File: config.mk
export PLATFORM = sky130hd
export DESIGN_NAME = ncs_mul
export DESIGN_NICKNAME = d
export VERILOG_FILES = /design/src/sv/ncs_pkg.sv /design/src/sv/ncs_mul.sv
export SDC_FILE = /design/constraint.sdc
export NUM_CORES = 2
export LEC_CHECK = 0
export ABC_AREA = 1
export BUFFER_PORTS_ARGS = -buffer_cell sky130_fd_sc_hd__buf_4
export CELL_PAD_IN_SITES_DETAIL_PLACEMENT = 1
export CELL_PAD_IN_SITES_GLOBAL_PLACEMENT = 2
export CORE_MARGIN = 1
export CORE_UTILIZATION = 39
export DETAILED_ROUTE_END_ITERATION = 6
export HOLD_SLACK_MARGIN = 0.03
export PLACE_DENSITY = 0.86
export SETUP_SLACK_MARGIN = 0.15
export SLEW_MARGIN = 0
export SYNTH_ARGS = -nofsm -noshare
export SYNTH_HDL_FRONTEND = slang
export SYNTH_SLANG_ARGS = --single-unit
File: constraint.sdc
create_clock -name clk -period 10.7 [get_ports clk]
set_clock_uncertainty 0.2 [all_clocks]
set_input_delay 1.07 -clock clk [delete_from_list [all_inputs] [get_ports clk]]
set_output_delay 1.07 -clock clk [all_outputs]
set_load 0.1 [all_outputs]
File: src/sv/ncs_pkg.sv
`timescale 1ns / 1ps

package ncs_pkg;

  // Sine table geometry. Only a quarter wave plus its end point is stored.
  localparam int SINE_TABLE_DEPTH = 1024;
  localparam int SINE_AW          = $clog2(SINE_TABLE_DEPTH);
  localparam int SINE_QUARTER     = SINE_TABLE_DEPTH / 4;
  localparam int SINE_QW          = SINE_AW - 1;
  localparam int SINE_VAL_W       = 15;
  localparam int SINE_W           = 16;

  // Field and state widths.
  localparam int CFG_W       = 32;
  localparam int CFG_IDX_W   = 3;
  localparam int COUNT_W     = 20;
  localparam int SEED_W      = 32;
  localparam int GAIN_W      = 16;
  localparam int PSTEP_W     = 31;
  localparam int PHASE_W     = 32;
  localparam int SWEEP_W     = 16;
  localparam int DFAC_W      = 24;
  localparam int ATK_W       = 17;
  localparam int LP_W        = 24;
  localparam int DIFF_W      = 25;
  localparam int DECAY_W     = 25;
  localparam int ENV_W       = 25;
  localparam int MIX_W       = 26;
  localparam int SAMPLE_W    = 16;
  localparam int Q_W         = 15;
  localparam int MAG_W       = 48;

  // Shared multiplier: signed A times signed B, full-width product.
  localparam int MUL_A_W     = 33;
  localparam int MUL_B_W     = 26;
  localparam int ACC_W       = MUL_A_W + MUL_B_W;

  // Fixed-point shifts.
  localparam int LP_SHIFT    = 16;
  localparam int ENV_SHIFT   = 16;
  localparam int MIX_SHIFT   = 16;
  localparam int DECAY_SHIFT = 24;
  localparam int CLAMP_SHIFT = 47;
  localparam int SCALE_SPLIT = 24;
  localparam int Q_SHIFT     = CLAMP_SHIFT - SCALE_SPLIT;

  // Arithmetic constants.
  localparam logic [31:0] LCG_MUL      = 32'd1664525;
  localparam logic [31:0] LCG_ADD      = 32'd1013904223;
  localparam logic [31:0] MIX_NOISE_K  = 32'd157286;
  localparam logic [31:0] MIX_SINE_K   = 32'd39322 * 32'd256;
  localparam logic [31:0] SCALE_K      = 32'd32000;
  localparam logic [DECAY_W-1:0] ONE_Q24 = DECAY_W'(1) << 24;
  localparam logic [ATK_W-1:0]   ONE_Q16 = ATK_W'(1) << 16;
  localparam logic [63:0] HALF_PI_Q30  = 64'd1686629713;

  // Register reset values.
  localparam logic [COUNT_W-1:0] RST_SAMPLE_COUNT = 20'd70560;
  localparam logic [SEED_W-1:0]  RST_NOISE_SEED   = 32'd1;
  localparam logic [GAIN_W-1:0]  RST_LOWPASS_GAIN = 16'd7864;
  localparam logic [PSTEP_W-1:0] RST_START_STEP   = 31'd4674794;
  localparam logic [SWEEP_W-1:0] RST_SWEEP_STEP   = 16'd33;
  localparam logic [DFAC_W-1:0]  RST_DECAY_FACTOR = 24'd16776075;
  localparam logic [ATK_W-1:0]   RST_ATTACK_STEP  = 17'd594;

  typedef enum logic [CFG_IDX_W-1:0] {
    CFG_SAMPLE_COUNT = 3'd0,
    CFG_NOISE_SEED   = 3'd1,
    CFG_LOWPASS_GAIN = 3'd2,
    CFG_START_STEP   = 3'd3,
    CFG_SWEEP_STEP   = 3'd4,
    CFG_DECAY_FACTOR = 3'd5,
    CFG_ATTACK_STEP  = 3'd6
  } cfg_idx_t;

  typedef struct packed {
    logic [COUNT_W-1:0] sample_count;
    logic [SEED_W-1:0]  noise_seed;
    logic [GAIN_W-1:0]  lowpass_gain;
    logic [PSTEP_W-1:0] start_phase_step;
    logic [SWEEP_W-1:0] sweep_step;
    logic [DFAC_W-1:0]  decay_factor;
    logic [ATK_W-1:0]   attack_step;
  } cfg_t;

  typedef enum logic [2:0] {
    A_NOISE, A_DECAY, A_DIFF, A_SINE, A_LP, A_MIX, A_MAG_LO, A_MAG_HI
  } a_sel_t;

  typedef enum logic [2:0] {
    B_LCG, B_ATTACK, B_DECAY, B_GAIN, B_SINE_K, B_NOISE_K, B_ENV, B_SCALE
  } b_sel_t;

  typedef enum logic [1:0] {
    ACC_HOLD, ACC_LOAD, ACC_ADD, ACC_SHR_ADD
  } acc_mode_t;

  typedef struct packed {
    logic      reload;
    logic      phase_adv;
    logic      noise_wr;
    logic      sine_wr;
    logic      env_wr;
    logic      diff_wr;
    logic      decay_wr;
    logic      lp_wr;
    logic      mag_wr;
    logic      step_upd;
    logic      res_wr;
    logic      done;
    a_sel_t    a_sel;
    b_sel_t    b_sel;
    acc_mode_t acc_mode;
  } ctrl_t;

  typedef struct packed {
    logic signed [SAMPLE_W-1:0] sample;
    logic                       last;
  } res_t;

  typedef logic [SINE_VAL_W-1:0] quarter_rom_t [SINE_QUARTER+1];

  // Quarter-wave sine magnitude in Q1.15, from a Taylor series in Q30.
  function automatic quarter_rom_t build_sine_quarter();
    quarter_rom_t      rom;
    logic [63:0]        r;
    logic [63:0]        x;
    logic [63:0]        x2;
    logic [63:0]        term;
    logic [63:0]        vq;
    logic signed [63:0] sum;
    for (int j = 0; j <= SINE_QUARTER; j++) begin
      r    = 64'(j) << (32 - SINE_AW);
      x    = (r * HALF_PI_Q30) >> 30;
      x2   = (x * x) >> 30;
      term = x;
      sum  = $signed(x);
      term = ((term * x2) >> 30) / 64'd6;
      sum  = sum - $signed(term);
      term = ((term * x2) >> 30) / 64'd20;
      sum  = sum + $signed(term);
      term = ((term * x2) >> 30) / 64'd42;
      sum  = sum - $signed(term);
      term = ((term * x2) >> 30) / 64'd72;
      sum  = sum + $signed(term);
      term = ((term * x2) >> 30) / 64'd110;
      sum  = sum - $signed(term);
      term = ((term * x2) >> 30) / 64'd156;
      sum  = sum + $signed(term);
      if (sum < 0) begin
        sum = '0;
      end
      vq = ($unsigned(sum) + 64'd16384) >> 15;
      if (vq > 64'd32767) begin
        vq = 64'd32767;
      end
      rom[j] = vq[SINE_VAL_W-1:0];
    end
    return rom;
  endfunction

  localparam quarter_rom_t SINE_QUARTER_ROM = build_sine_quarter();

endpackage

File: src/sv/ncs_mul.sv
`timescale 1ns / 1ps

module ncs_mul import ncs_pkg::*; (
  input  logic                     clk,
  input  acc_mode_t                mode,
  input  logic signed [MUL_A_W-1:0] a,
  input  logic signed [MUL_B_W-1:0] b,
  output logic signed [ACC_W-1:0]   acc
);

  logic signed [ACC_W-1:0] prod;

  assign prod = ACC_W'(a) * ACC_W'(b);

  // The shifted add lets a wide product be built from two narrow halves.
  always_ff @(posedge clk) begin
    case (mode)
      ACC_LOAD:    acc <= prod;
      ACC_ADD:     acc <= acc + prod;
      ACC_SHR_ADD: acc <= (acc >>> SCALE_SPLIT) + prod;
      default:     acc <= acc;
    endcase
  end

endmodule

==> results by group <==
Outcome
  • Outcome: finished, violations left
  • Failing checks: design-rule violations

Timing
  • Slew @ Worst Pin: 1.081 ns
  • Time the worst path needs with I/O delays and setup: 9.939 ns
  • Worst slew margin: 0.2787
  • RSZ-0062 raised after global routing: false
  • Final Max Tran Viols: 0
  • Hold Vio Cnt, Final: 0
  • Final setup violation count: 0
  • Period Utilization, post-route: 0.9288
  • Setup TNS: 0 ns
  • Max Clk Rate: between 100 and 150 MHz

Die
  • Io pins: 121
  • Die Ht: 319.9 um
  • Die area: about 100000 sq um
  • Row cnt: 116
  • Die width: 319.9 um
  • Core Area: 100100 sq um
  • Starting Density: 0.3935

Logic synthesis
  • Yosys reg bits: 59
  • Cell Area, Synth: 39410 sq um
  • Largest family of logic cells by synthesized area: adder cells
  • Synthesized-area fraction occupied by adder cells: 0.5157
  • Fraction of registers with async set or reset after synthesis: 0
  • Sequential cell area fraction in the yosys report: 0.04496
  • Mapped Cells: 5310
  • XOR/XNOR Fraction of Synth Area: 0.01368
  • Post-synthesis net count: 6469
  • Yosys cell types: 50
  • Simple-Gate Fraction of Synth Area: 0.2035
  • Compound-Gate Fraction of Synth Area: 0.05648
  • Number of synthesized flops with an enable pin: 59
  • Multiplexer share of the synthesized area: 0.0002540
  • Syn. warnings: 0
  • Synthesized area per cell: ~7.4 sq um
  • Dominant synthesized flop cell: edfxtp_1

Setup path
  • Maximum fanout along the worst path: 20
  • Critical Path AT: 9.87 ns
  • Reg2reg start: acc[26]
  • Type of destination of the critical path: register
  • Path type of the worst setup path: in -> reg
  • Critical-path top delay cell: fa_1
  • Crit path max-delay family: adder cells
  • R2R depth: 14
  • CP Buf/Inv Count: 10
  • Reg2reg setup slack: 6.70 ns
  • FF-to-FF End: acc[43]
  • Worst path required time: between 10 and 15 ns
  • CP Launch Type: primary input
  • Critical Path Max Stage Delay: roughly 0.68 ns
  • Most frequent CP cell: nand2_1

Clock tree
  • CTS Sinks: between 50 and 60
  • Reg clk slew, reported paths: about 0.070 ns
  • Clock tree root driver cell: clkbuf_16
  • Post-CTS setup repair buffer count: 0
  • Cts repair resizes: 0
  • Latest clock arrival within the worst-skew pair: 0.38 ns
  • Post-CTS Hold Buffers: 0
  • Longest Clk Path Bufs: 2
  • H-tree depth: 3
  • CTS Buf Count: 9
  • TritonCTS clock tree: yes

Cells and area
  • Top Registers: acc x59
  • Register area: 1772 sq um
  • Ant diodes: 0
  • Area delta synth->final: 5.985%
  • Nets: approximately 6400
  • Max reg flops: 59
  • Share of layout cells above drive strength 1: 0.05736
  • Multi-input gate area: 31140 sq um
  • Biggest register: acc
  • Layout fillers: between 10000 and 15000

Route
  • Vias per Instance: about 5.1
  • Vias: roughly 33000
  • DR WL/cell: 21.46 um
  • Post-DRT Antenna Nets: 0
  • Routed WL: 140.9 mm
  • First drt pass iteration count: 7
  • 1st-iter DRT viols: 1963
  • Remaining DRCs: 3

Global routing
  • Initial antenna violation count: 1
  • Remaining global-route overflow: 0
  • Vias in the first global route: 37594
  • Tot GR Track Use: 0.2867
  • Pin count of the biggest net entering global routing: 73
  • Global-route wire length before repair: 224.7 mm

Worst hold path
  • Hold WC Path Type: reg -> reg
  • Hold endpoint: acc[58]
  • Worst hold stages: 4
  • Hold Path Origin: acc[58]

Place
  • Post-DP HPWL: ~120 mm
  • Count of input and output buffers: 120
  • GPL Wtd Cong: 0.9592

Run
  • MaxCap Viol Count: 0
[area by class of cell]
class / count / area share
Timing Repair Buffer: 164 / 0.02948
Tap cell: 1298 / 0.03888
Inverter: 1508 / 0.1356
Clock buffer: 9 / 0.005392
Sequential cell: 59 / 0.04242
Clock inverter: 7 / 0.002786
Multi-Input combinational cell: 3518 / 0.7455
[Yosys cell counts, types with 22 or more instances]
cell,n,share of area
o21bai_1,26,0.0050
a21oi_1,159,0.020
xor2_1,24,0.0053
edfxtp_1,59,0.045
nor3_1,25,0.0032
nor2_1,274,0.026
fa_1,879,0.45
nand4_1,29,0.0046
or2_2,22,0.0035
inv_1,1493,0.14
nand2_1,1391,0.13
ha_1,218,0.069
nand3_1,130,0.017
clkbuf_1,208,0.020
o21ai_0,151,0.019
[worst max-delay path by stage]
stage	to	cells after the start	slack (ns)	start
global route	acc[54]	38	0.18	b[5]
detailed placement	acc[54]	34	0.18	b[5]
finish	acc[58]	40	0.76	b[5]
floorplan	acc[58]	37	1.81	a[32]
CTS	acc[54]	34	0.55	b[5]
global placement	acc[58]	36	0.30	b[5]
[placed cells by master (no fill, tap or decap), types with 7 or more instances in the layout]
master,n
nand4_1,29
nand2_2,19
a21oi_1,159
o21bai_1,26
nor2_2,19
nand3b_1,7
a21oi_2,7
inv_1,1493
or2_1,7
clkbuf_16,9
or2_2,22
nand2_1,1391
nor2_1,274
ha_1,218
o21ai_1,19
nand3_2,7
edfxtp_1,59
inv_2,14
nor3_1,23
fa_1,877
xnor2_1,19
and2_1,18
buf_4,164
a31oi_1,13
o21ai_0,151
xor2_2,9
xor2_1,24
nand3_1,130
[through the flow]
step | utilization | worst slack, ns | area, sq um | hold slack (ns) | instances
detailed placement | 0.4135 | 0.1834 | 41410 | 0.5985 | 6547
floorplan | - | 1.812 | 39410 | 1.123 | 5310
global placement | 0.4135 | 0.2987 | 41410 | 0.5813 | 6547
global route | 0.4171 | 0.1837 | 41770 | 0.6557 | 6563
finish | 0.4171 | 0.7614 | 41770 | 0.5997 | 6563
CTS | 0.4169 | 0.5546 | 41750 | 0.6150 | 6563
[routing by layer]
metal / vias to the layer above / global-route usage / wire length, um
met5: - / 0 / 0
met4: 0 / 0.04423 / 2127
met3: 121 / 0.01450 / 4813
met2: 663 / 0.5032 / 69890
met1: 17460 / 0.3972 / 64040
li1: 15080 / - / -
[cell families after synthesis]
family | count (synthesis)
AOI/OAI and AO/OA | 402
and+or+nand+nor | 1965
muxes | 1
adders and majority gates | 1097
DFF | 59
buffers and inverters | 1733
xor gates and xnor gates | 53
[tightest hold or removal path, delay by kind of cell (launching register included)]
kind | cells | cell delay, ns
flops | 1 | 0.38
simple gates | 4 | 0.31
Power is left out: the tool's default activity adds up to more than one toggle a clock period on the data nets, which glitch-free logic cannot reach.
