[config.mk]
export PLATFORM = sky130hd
export DESIGN_NAME = ncs_seq
export DESIGN_NICKNAME = d
export VERILOG_FILES = /design/src/sv/ncs_pkg.sv /design/src/sv/ncs_seq.sv
export SDC_FILE = /design/constraint.sdc
export NUM_CORES = 1
export LEC_CHECK = 0
export ABC_AREA = 1
export BUFFER_PORTS_ARGS = -buffer_cell sky130_fd_sc_hd__buf_2
export CAP_MARGIN = 20
export CORE_AREA = 5 5 42 44
export DETAILED_ROUTE_END_ITERATION = 7
export DIE_AREA = 0 0 47 49
export HOLD_SLACK_MARGIN = 0.05
export PLACE_DENSITY = 0.69
export SLEW_MARGIN = 10
export SYNTH_ARGS = -nofsm -noshare
export SYNTH_HDL_FRONTEND = slang
export SYNTH_SLANG_ARGS = --single-unit
[constraint.sdc]
create_clock -name clk -period 2.6 [get_ports clk]
set_input_delay 0.13 -clock clk [delete_from_list [all_inputs] [get_ports clk]]
set_output_delay 0.13 -clock clk [all_outputs]
set_load 0.01 [all_outputs]
[src/sv/ncs_pkg.sv]
`timescale 1ns / 1ps

package ncs_pkg;

  // Sine table geometry. Only a quarter wave plus its end point is stored.
  localparam int SINE_TABLE_DEPTH = 1024;
  localparam int SINE_AW          = $clog2(SINE_TABLE_DEPTH);
  localparam int SINE_QUARTER     = SINE_TABLE_DEPTH / 4;
  localparam int SINE_QW          = SINE_AW - 1;
  localparam int SINE_VAL_W       = 15;
  localparam int SINE_W           = 16;

  // Field and state widths.
  localparam int CFG_W       = 32;
  localparam int CFG_IDX_W   = 3;
  localparam int COUNT_W     = 20;
  localparam int SEED_W      = 32;
  localparam int GAIN_W      = 16;
  localparam int PSTEP_W     = 31;
  localparam int PHASE_W     = 32;
  localparam int SWEEP_W     = 16;
  localparam int DFAC_W      = 24;
  localparam int ATK_W       = 17;
  localparam int LP_W        = 24;
  localparam int DIFF_W      = 25;
  localparam int DECAY_W     = 25;
  localparam int ENV_W       = 25;
  localparam int MIX_W       = 26;
  localparam int SAMPLE_W    = 16;
  localparam int Q_W         = 15;
  localparam int MAG_W       = 48;

  // Shared multiplier: signed A times signed B, full-width product.
  localparam int MUL_A_W     = 33;
  localparam int MUL_B_W     = 26;
  localparam int ACC_W       = MUL_A_W + MUL_B_W;

  // Fixed-point shifts.
  localparam int LP_SHIFT    = 16;
  localparam int ENV_SHIFT   = 16;
  localparam int MIX_SHIFT   = 16;
  localparam int DECAY_SHIFT = 24;
  localparam int CLAMP_SHIFT = 47;
  localparam int SCALE_SPLIT = 24;
  localparam int Q_SHIFT     = CLAMP_SHIFT - SCALE_SPLIT;

  // Arithmetic constants.
  localparam logic [31:0] LCG_MUL      = 32'd1664525;
  localparam logic [31:0] LCG_ADD      = 32'd1013904223;
  localparam logic [31:0] MIX_NOISE_K  = 32'd157286;
  localparam logic [31:0] MIX_SINE_K   = 32'd39322 * 32'd256;
  localparam logic [31:0] SCALE_K      = 32'd32000;
  localparam logic [DECAY_W-1:0] ONE_Q24 = DECAY_W'(1) << 24;
  localparam logic [ATK_W-1:0]   ONE_Q16 = ATK_W'(1) << 16;
  localparam logic [63:0] HALF_PI_Q30  = 64'd1686629713;

  // Register reset values.
  localparam logic [COUNT_W-1:0] RST_SAMPLE_COUNT = 20'd70560;
  localparam logic [SEED_W-1:0]  RST_NOISE_SEED   = 32'd1;
  localparam logic [GAIN_W-1:0]  RST_LOWPASS_GAIN = 16'd7864;
  localparam logic [PSTEP_W-1:0] RST_START_STEP   = 31'd4674794;
  localparam logic [SWEEP_W-1:0] RST_SWEEP_STEP   = 16'd33;
  localparam logic [DFAC_W-1:0]  RST_DECAY_FACTOR = 24'd16776075;
  localparam logic [ATK_W-1:0]   RST_ATTACK_STEP  = 17'd594;

  typedef enum logic [CFG_IDX_W-1:0] {
    CFG_SAMPLE_COUNT = 3'd0,
    CFG_NOISE_SEED   = 3'd1,
    CFG_LOWPASS_GAIN = 3'd2,
    CFG_START_STEP   = 3'd3,
    CFG_SWEEP_STEP   = 3'd4,
    CFG_DECAY_FACTOR = 3'd5,
    CFG_ATTACK_STEP  = 3'd6
  } cfg_idx_t;

  typedef struct packed {
    logic [COUNT_W-1:0] sample_count;
    logic [SEED_W-1:0]  noise_seed;
    logic [GAIN_W-1:0]  lowpass_gain;
    logic [PSTEP_W-1:0] start_phase_step;
    logic [SWEEP_W-1:0] sweep_step;
    logic [DFAC_W-1:0]  decay_factor;
    logic [ATK_W-1:0]   attack_step;
  } cfg_t;

  typedef enum logic [2:0] {
    A_NOISE, A_DECAY, A_DIFF, A_SINE, A_LP, A_MIX, A_MAG_LO, A_MAG_HI
  } a_sel_t;

  typedef enum logic [2:0] {
    B_LCG, B_ATTACK, B_DECAY, B_GAIN, B_SINE_K, B_NOISE_K, B_ENV, B_SCALE
  } b_sel_t;

  typedef enum logic [1:0] {
    ACC_HOLD, ACC_LOAD, ACC_ADD, ACC_SHR_ADD
  } acc_mode_t;

  typedef struct packed {
    logic      reload;
    logic      phase_adv;
    logic      noise_wr;
    logic      sine_wr;
    logic      env_wr;
    logic      diff_wr;
    logic      decay_wr;
    logic      lp_wr;
    logic      mag_wr;
    logic      step_upd;
    logic      res_wr;
    logic      done;
    a_sel_t    a_sel;
    b_sel_t    b_sel;
    acc_mode_t acc_mode;
  } ctrl_t;

  typedef struct packed {
    logic signed [SAMPLE_W-1:0] sample;
    logic                       last;
  } res_t;

  typedef logic [SINE_VAL_W-1:0] quarter_rom_t [SINE_QUARTER+1];

  // Quarter-wave sine magnitude in Q1.15, from a Taylor series in Q30.
  function automatic quarter_rom_t build_sine_quarter();
    quarter_rom_t      rom;
    logic [63:0]        r;
    logic [63:0]        x;
    logic [63:0]        x2;
    logic [63:0]        term;
    logic [63:0]        vq;
    logic signed [63:0] sum;
    for (int j = 0; j <= SINE_QUARTER; j++) begin
      r    = 64'(j) << (32 - SINE_AW);
      x    = (r * HALF_PI_Q30) >> 30;
      x2   = (x * x) >> 30;
      term = x;
      sum  = $signed(x);
      term = ((term * x2) >> 30) / 64'd6;
      sum  = sum - $signed(term);
      term = ((term * x2) >> 30) / 64'd20;
      sum  = sum + $signed(term);
      term = ((term * x2) >> 30) / 64'd42;
      sum  = sum - $signed(term);
      term = ((term * x2) >> 30) / 64'd72;
      sum  = sum + $signed(term);
      term = ((term * x2) >> 30) / 64'd110;
      sum  = sum - $signed(term);
      term = ((term * x2) >> 30) / 64'd156;
      sum  = sum + $signed(term);
      if (sum < 0) begin
        sum = '0;
      end
      vq = ($unsigned(sum) + 64'd16384) >> 15;
      if (vq > 64'd32767) begin
        vq = 64'd32767;
      end
      rom[j] = vq[SINE_VAL_W-1:0];
    end
    return rom;
  endfunction

  localparam quarter_rom_t SINE_QUARTER_ROM = build_sine_quarter();

endpackage

[src/sv/ncs_seq.sv]
`timescale 1ns / 1ps

module ncs_seq import ncs_pkg::*; (
  input  logic  clk,
  input  logic  rst,
  input  logic  cmd_valid,
  input  logic  restart,
  input  logic  ended,
  input  logic  res_free,
  output logic  cmd_ready,
  output ctrl_t ctrl
);

  typedef enum logic [3:0] {
    S_IDLE, S_CHECK, S_LCG, S_NOISE, S_ENV, S_LOWPASS, S_SINE, S_MIXLP,
    S_SHAPE, S_CLAMP, S_SCALE_LO, S_SCALE_HI, S_OUT
  } state_t;

  state_t state;
  logic   done_flag;

  always_ff @(posedge clk) begin
    if (rst) begin
      state     <= S_IDLE;
      done_flag <= 1'b0;
    end else begin
      case (state)
        S_IDLE: begin
          if (cmd_valid) begin
            state <= S_CHECK;
          end
        end
        S_CHECK: begin
          done_flag <= ended;
          state     <= ended ? S_OUT : S_LCG;
        end
        S_LCG:      state <= S_NOISE;
        S_NOISE:    state <= S_ENV;
        S_ENV:      state <= S_LOWPASS;
        S_LOWPASS:  state <= S_SINE;
        S_SINE:     state <= S_MIXLP;
        S_MIXLP:    state <= S_SHAPE;
        S_SHAPE:    state <= S_CLAMP;
        S_CLAMP:    state <= S_SCALE_LO;
        S_SCALE_LO: state <= S_SCALE_HI;
        S_SCALE_HI: state <= S_OUT;
        S_OUT: begin
          if (res_free) begin
            state <= S_IDLE;
          end
        end
        default:    state <= S_IDLE;
      endcase
    end
  end

  assign cmd_ready = (state == S_IDLE);

  always_comb begin
    ctrl          = '0;
    ctrl.a_sel    = A_NOISE;
    ctrl.b_sel    = B_LCG;
    ctrl.acc_mode = ACC_HOLD;
    case (state)
      S_IDLE: ctrl.reload = cmd_valid & restart;
      S_LCG: begin
        ctrl.phase_adv = 1'b1;
        ctrl.a_sel     = A_NOISE;
        ctrl.b_sel     = B_LCG;
        ctrl.acc_mode  = ACC_LOAD;
      end
      S_NOISE: begin
        ctrl.noise_wr = 1'b1;
        ctrl.sine_wr  = 1'b1;
        ctrl.a_sel    = A_DECAY;
        ctrl.b_sel    = B_ATTACK;
        ctrl.acc_mode = ACC_LOAD;
      end
      S_ENV: begin
        ctrl.env_wr   = 1'b1;
        ctrl.diff_wr  = 1'b1;
        ctrl.a_sel    = A_DECAY;
        ctrl.b_sel    = B_DECAY;
        ctrl.acc_mode = ACC_LOAD;
      end
      S_LOWPASS: begin
        ctrl.decay_wr = 1'b1;
        ctrl.a_sel    = A_DIFF;
        ctrl.b_sel    = B_GAIN;
        ctrl.acc_mode = ACC_LOAD;
      end
      S_SINE: begin
        ctrl.lp_wr    = 1'b1;
        ctrl.a_sel    = A_SINE;
        ctrl.b_sel    = B_SINE_K;
        ctrl.acc_mode = ACC_LOAD;
      end
      S_MIXLP: begin
        ctrl.a_sel    = A_LP;
        ctrl.b_sel    = B_NOISE_K;
        ctrl.acc_mode = ACC_ADD;
      end
      S_SHAPE: begin
        ctrl.a_sel    = A_MIX;
        ctrl.b_sel    = B_ENV;
        ctrl.acc_mode = ACC_LOAD;
      end
      S_CLAMP: ctrl.mag_wr = 1'b1;
      S_SCALE_LO: begin
        ctrl.a_sel    = A_MAG_LO;
        ctrl.b_sel    = B_SCALE;
        ctrl.acc_mode = ACC_LOAD;
      end
      S_SCALE_HI: begin
        ctrl.a_sel    = A_MAG_HI;
        ctrl.b_sel    = B_SCALE;
        ctrl.acc_mode = ACC_SHR_ADD;
      end
      S_OUT: begin
        ctrl.res_wr   = res_free;
        ctrl.step_upd = res_free & ~done_flag;
        ctrl.done     = done_flag;
      end
      default: ;
    endcase
  end

endmodule

==> results of run 1 <==
==> metrics by stage <==
stage	hold slack, ps	cells	util (%)	worst slack [ps]
after floorplan	199	81	-	1410
after global placement	317	119	43.3	1200
after detailed placement	315	119	43.3	1150
after CTS	54.7	123	45.2	886
after global routing	57.8	123	45.2	770
final	65.9	123	45.2	896
==> flip-flops by register name, summed over array words and instances (netlist names) <==
register / cells
done_flag: 1
state: 4
==> placed cells by master (no fill, tap or decap), types with 2 or more instances in the layout <==
| master | instances |
|---|---|
| nor2_4 | 3 |
| nand2_2 | 4 |
| nand3b_1 | 2 |
| inv_1 | 13 |
| a21oi_1 | 4 |
| dfxtp_1 | 5 |
| nand4_1 | 2 |
| nand2_1 | 8 |
| inv_2 | 3 |
| o21ai_0 | 2 |
| buf_2 | 26 |
| clkbuf_4 | 3 |
| nand3_1 | 8 |
| nor2_1 | 16 |
==> power by group through the flow <==
stage | Sequential, mW | Combinational [mW] | Clock, mW
floorplan | 0.108 | 0.217 | 0
global route | 0.131 | 0.292 | 0.0986
global placement | 0.127 | 0.261 | 0
CTS | 0.127 | 0.263 | 0.0942
detailed placement | 0.128 | 0.262 | 0
finish | 0.127 | 0.260 | 0.0887
==> per-layer routing <==
layer,up-vias,global-route usage [%]
met4,0,5.53
met5,-,0
met2,23,15.8
met3,0,1.11
li1,304,-
met1,248,15.2
==> logic make-up after synthesis <==
| group | Yosys count | synth area share, % |
|---|---|---|
| AOI/OAI and AO/OA | 8 | 9.12 |
| buffers and inverters | 20 | 19.7 |
| DFF | 5 | 20.3 |
| and+or+nand+nor | 48 | 50.9 |
==> worst paths after layout <==
check / from / endpoint / slack (ps) / cells after the start
max reg2reg: state[2] / state[3] / 1320 / 7
max: state[2] / ctrl[4] / 900 / 7
min: rst / done_flag / 70 / 2
min reg2reg: done_flag / done_flag / 500 / 2
==> layout make-up <==
| type | instances | share of cell area [%] |
|---|---|---|
| multi-input cells | 56 | 46.8 |
| repair buffers | 26 | 20.6 |
| flip-flops and latches | 5 | 15.8 |
| inverters | 16 | 9.49 |
| clock buffers | 4 | 4.15 |
| well taps | 16 | 3.16 |
==> results_dict.tcl, run 1 <==
set metrics [dict create \
    outcome "finished clean" \
    wl_met1_um 518 \
    start_util_pct 35.3 \
    cpPeakStageDelay_ps 590 \
    synth_nets 87 \
    place_area_um2 607 \
    cts-resized-gates 0 \
    criticalPathCategory "reg2out" \
    finalCriticalPeriod_ps 1700 \
    synth_warnings 0 \
    vias 575 \
    required_ps 2470 \
    p_sw_mw 0.222 \
    synth.ff_latch_count 5 \
    postLayoutCellArea_um2 633 \
    met2_length_um 551 \
    max_cap_violations 0 \
    grt_max_degree 12 \
    cts_tree "done" \
    ant_nets 0 \
    die_x_um 47 \
    cts_hold_buf 0 \
    ios 27 \
    area_growth_pct 28.1 \
    vias_per_cell 4.67 \
    syn-instance-count 81 \
    crit_chain "inv_1 -> nand2_2 -> inv_1 -> nand2_2 -> o21ai_2 -> or2_1 -> buf_2" \
    clkTransAtPathRegs_ps 40 \
    yosys.cell_count.top_type "nor2_1" \
    regArea_um2 100 \
    ir_drop_mv 0.422 \
    synth_area_leaders "dfxtp_1 (20%), nor2_1 (12%), inv_1 (9.9%), nand3_1 (8.1%), nor2_4 (6.8%)" \
    synth_area_leader_cell "dfxtp_1" \
    cp_max_fo 11 \
    drt_pass1_iterations 4 \
    synth_edf_count 0 \
    p_clk_share_pct 18.7 \
    wl_per_cell_um 9.58 \
    worst-path-buf-inv 3 \
    tightest_slew_ps 448 \
    rsz0062_at_grt "no" \
    combinationalPowerShare_pct 54.6 \
    critical-path-top-delay-family "flip-flops" \
    multi_input_area_um2 297 \
    h-tree-depth 1 \
    p_seq_share_pct 26.8 \
    finalPower_mw 0.475 \
    hp-class "in2reg" \
    max-slew-margin-rel_pct 70.1 \
    route.detailed.drc 0 \
    routed.top_layer "met3" \
    insertion_delay_ps 240 \
    clockBufferDepth 2 \
    port_buffers 26 \
    grt_pass1_wl_um 1910 \
    postCtsSetupRepairBufs 0 \
    final_max_slew_viol_count 0 \
    syn_area_um2 494 \
    fillers 148 \
    die_area_um2 2300 \
    ctsRootBufferMaster "clkbuf_4" \
    critPathCaptureType "primary output" \
    internal_power_mw 0.254 \
    dpl.hpwl_um 1000 \
    antenna_found_initial 0 \
    synth_area_per_cell_um2 6.10 \
    detail_route.iter0.violations 18 \
    nNetsFinal 114 \
    synthArstFlopShare_pct 0 \
    gp_congestion 0.843 \
    clock_sinks 5 \
    p_per_area_nw_per_um2 751 \
    setup_tns_ps 0 \
    slowest_stage "dfxtp_1" \
    drive_gt1_share_pct 39.3 \
    synth_ff_type "dfxtp_1" \
    skew_ps 0.734 \
    cts_made_buffers 3 \
    core_area_um2 1400 \
    finalCritPeriodShare_pct 65.6 \
    grt.total_usage_pct 10.9 \
    drt_wl_total_um 1180 \
    switching_share_pct 46.6 \
    fmax_mhz 587 \
    synthTopCellsByCount "nor2_1 (16), inv_1 (13), nand2_1 (8), nand3_1 (8), dfxtp_1 (5)" \
    met3_length_um 108 \
    yosysUniqueCellTypes 21 \
    die_h_um 49 \
    yosysTopAreaCellShare_pct 20.3 \
    finalSetupViolations 0 \
    seq_area_frac_synth_pct 20.3 \
    p_leak_nw 0.401 \
    grt-ovfl-total 0 \
    arrival_ps 1570 \
    finalHoldViolations 0 \
    n_antenna_cell 0 \
    grt_pass1_vias 456 \
    std_cell_rows 14 \
    setup.worst_path.start_class "flop" \
]
Note: power is estimated with default switching activity, not from simulation.
==> inputs of run 2 (changes only) <==
- CORE_AREA: 5 5 42 44 -> not set
- CORE_MARGIN: not set -> 5
- CORE_UTILIZATION: not set -> 38
- DIE_AREA: 0 0 47 49 -> not set
- PLACE_DENSITY: 0.69 -> 0.73
- clock period: 2.6 -> 1.5 ns (I/O delays scaled with it)
==> results_dict.tcl, run 2 (synthesis results as in run 1) <==
set metrics [dict create \
    reg.largest.list "state (4), done_flag (1)" \
    slowest_stage "dfxtp_4" \
    whs_ps 182 \
    port_buffers 26 \
    p_per_area_nw_per_um2 1280 \
    rr_startpoint "state[1]" \
    grt_pass1_wl_um 1870 \
    grt.total_usage_pct 12.2 \
    dpl.hpwl_um 1070 \
    antenna_found_initial 0 \
    finalCriticalPeriod_ps 1390 \
    n_antenna_cell 0 \
    clock_sinks 5 \
    drive_gt1_share_pct 42.2 \
    cts_tree "done" \
    drt_wl_total_um 1240 \
    gp_congestion 0.806 \
    die_h_um 46.1 \
    die_area_um2 2120 \
    postCtsSetupRepairBufs 0 \
    hold_start "cmd_valid" \
    vias_per_cell 4.51 \
    holdPathStages 5 \
    drt_pass1_iterations 5 \
    p_seq_share_pct 26.0 \
    core_area_um2 1270 \
    nNetsFinal 116 \
    p_sw_mw 0.388 \
    criticalPathCategory "reg2out" \
    final_max_slew_viol_count 0 \
    h-tree-depth 1 \
    worstRegToRegCells 7 \
    p_clk_share_pct 17.9 \
    finalSetupViolations 0 \
    die_x_um 46.1 \
    cpPeakStageDelay_ps 370 \
    start_util_pct 39.0 \
    grt_pass1_vias 475 \
    combinationalPowerShare_pct 56.1 \
    clockBufferDepth 2 \
    max-slew-margin-rel_pct 85.2 \
    std_cell_rows 13 \
    hold_path_end "state[0]" \
    p_leak_nw 0.412 \
    setup_tns_ps 0 \
    internal_power_mw 0.456 \
    grt_max_degree 9 \
    ctsRootBufferMaster "clkbuf_4" \
    arrival_ps 1320 \
    fillers 150 \
    regMostFlops "state" \
    r2r_slack_ps 390 \
    vias 559 \
    critPathCaptureType "primary output" \
    grt-ovfl-total 0 \
    area_growth_pct 33.2 \
    finalCritPeriodShare_pct 92.8 \
    outcome "finished clean" \
    cp_max_fo 7 \
    required_ps 1420 \
    final_common_cell "buf_2" \
    ant_nets 0 \
    skew_ps 1.23 \
    max_cap_violations 0 \
    insertion_delay_ps 240 \
    wl_per_cell_um 9.98 \
    final_cell_mix "buf_2 (26), nor2_1 (16), inv_1 (13), nand2_1 (8), nand3_1 (8)" \
    ir_drop_mv 0.607 \
    switching_share_pct 46.0 \
    rsz0062_at_grt "no" \
    ios 27 \
    largest_reg_flops 4 \
    detail_route.iter0.violations 6 \
    fmax_mhz 719 \
    tightest_slew_ps 221 \
    route.detailed.drc 0 \
    hp-class "in2reg" \
    cts_made_buffers 3 \
    clkTransAtPathRegs_ps 40 \
    crit_chain "buf_4 -> nand2_4 -> nor2_2 -> nor2_1 -> nand4_1 -> buf_2" \
    finalHoldViolations 0 \
    setup.worst_path.start_class "flop" \
    regToRegEndpoint "state[1]" \
]
-- run 2: worst max path at each step --
stage          startpoint       to  slack, ps
2_1_floorplan    state[2]  ctrl[5]        370
3_3_place_gp     state[3]  ctrl[0]        260
3_5_place_dp     state[3]  ctrl[0]        230
4_1_cts          state[0]  ctrl[0]         60
5_1_grt          state[2]  ctrl[0]          6
6_report         state[2]  ctrl[0]        110
-- run 2: timing repair --
action                                  4_1_cts  5_1_grt
hold endpoints to repair                      2        0
endpoints found under the setup margin        4        3
pin swaps                                     0        0
cloned                                        0        0
hold buffers                                  1        0
resized for setup                             2        3
-- run 2: cell type report --
cell class	instances	area, um^2	share of cell area, %
multi-input cells	56	297	45.1
clock buffers	4	26.3	3.99
inverters	16	60.1	9.13
well taps	15	18.8	2.85
flip-flops and latches	5	109	16.5
repair buffers	28	148	22.4
-- run 2: metrics by stage --
step,area [um^2],std cells,util (%),power [mW],setup WS [ps]
6_report,658,124,51.9,0.843,108
5_1_grt,658,124,51.9,0.911,5.87
4_1_cts,652,124,51.4,0.852,63.0
3_5_place_dp,613,119,48.3,0.689,233
3_3_place_gp,613,119,48.3,0.682,261
2_1_floorplan,494,81,-,0.564,369
-- run 2: metal layers --
metal	wire, um	GRT usage [%]
met5	0	0
met4	0	8.52
met1	533	14.7
met3	104	1.17
met2	600	20.1
-- run 2: worst max-delay path, delay by kind of cell (launching register included) --
family        cells  cell delay, ps
buf+inv           2             310
simple gates      4             400
flops             1             370
-- run 2: power by group through the flow --
| stage | clock [mW] | sequential (mW) | combinational (mW) |
|---|---|---|---|
| final | 0.151 | 0.219 | 0.473 |
| after floorplan | 0 | 0.187 | 0.376 |
| after detailed placement | 0 | 0.214 | 0.475 |
| after CTS | 0.160 | 0.215 | 0.478 |
| after global placement | 0 | 0.212 | 0.470 |
| after global routing | 0.163 | 0.226 | 0.522 |
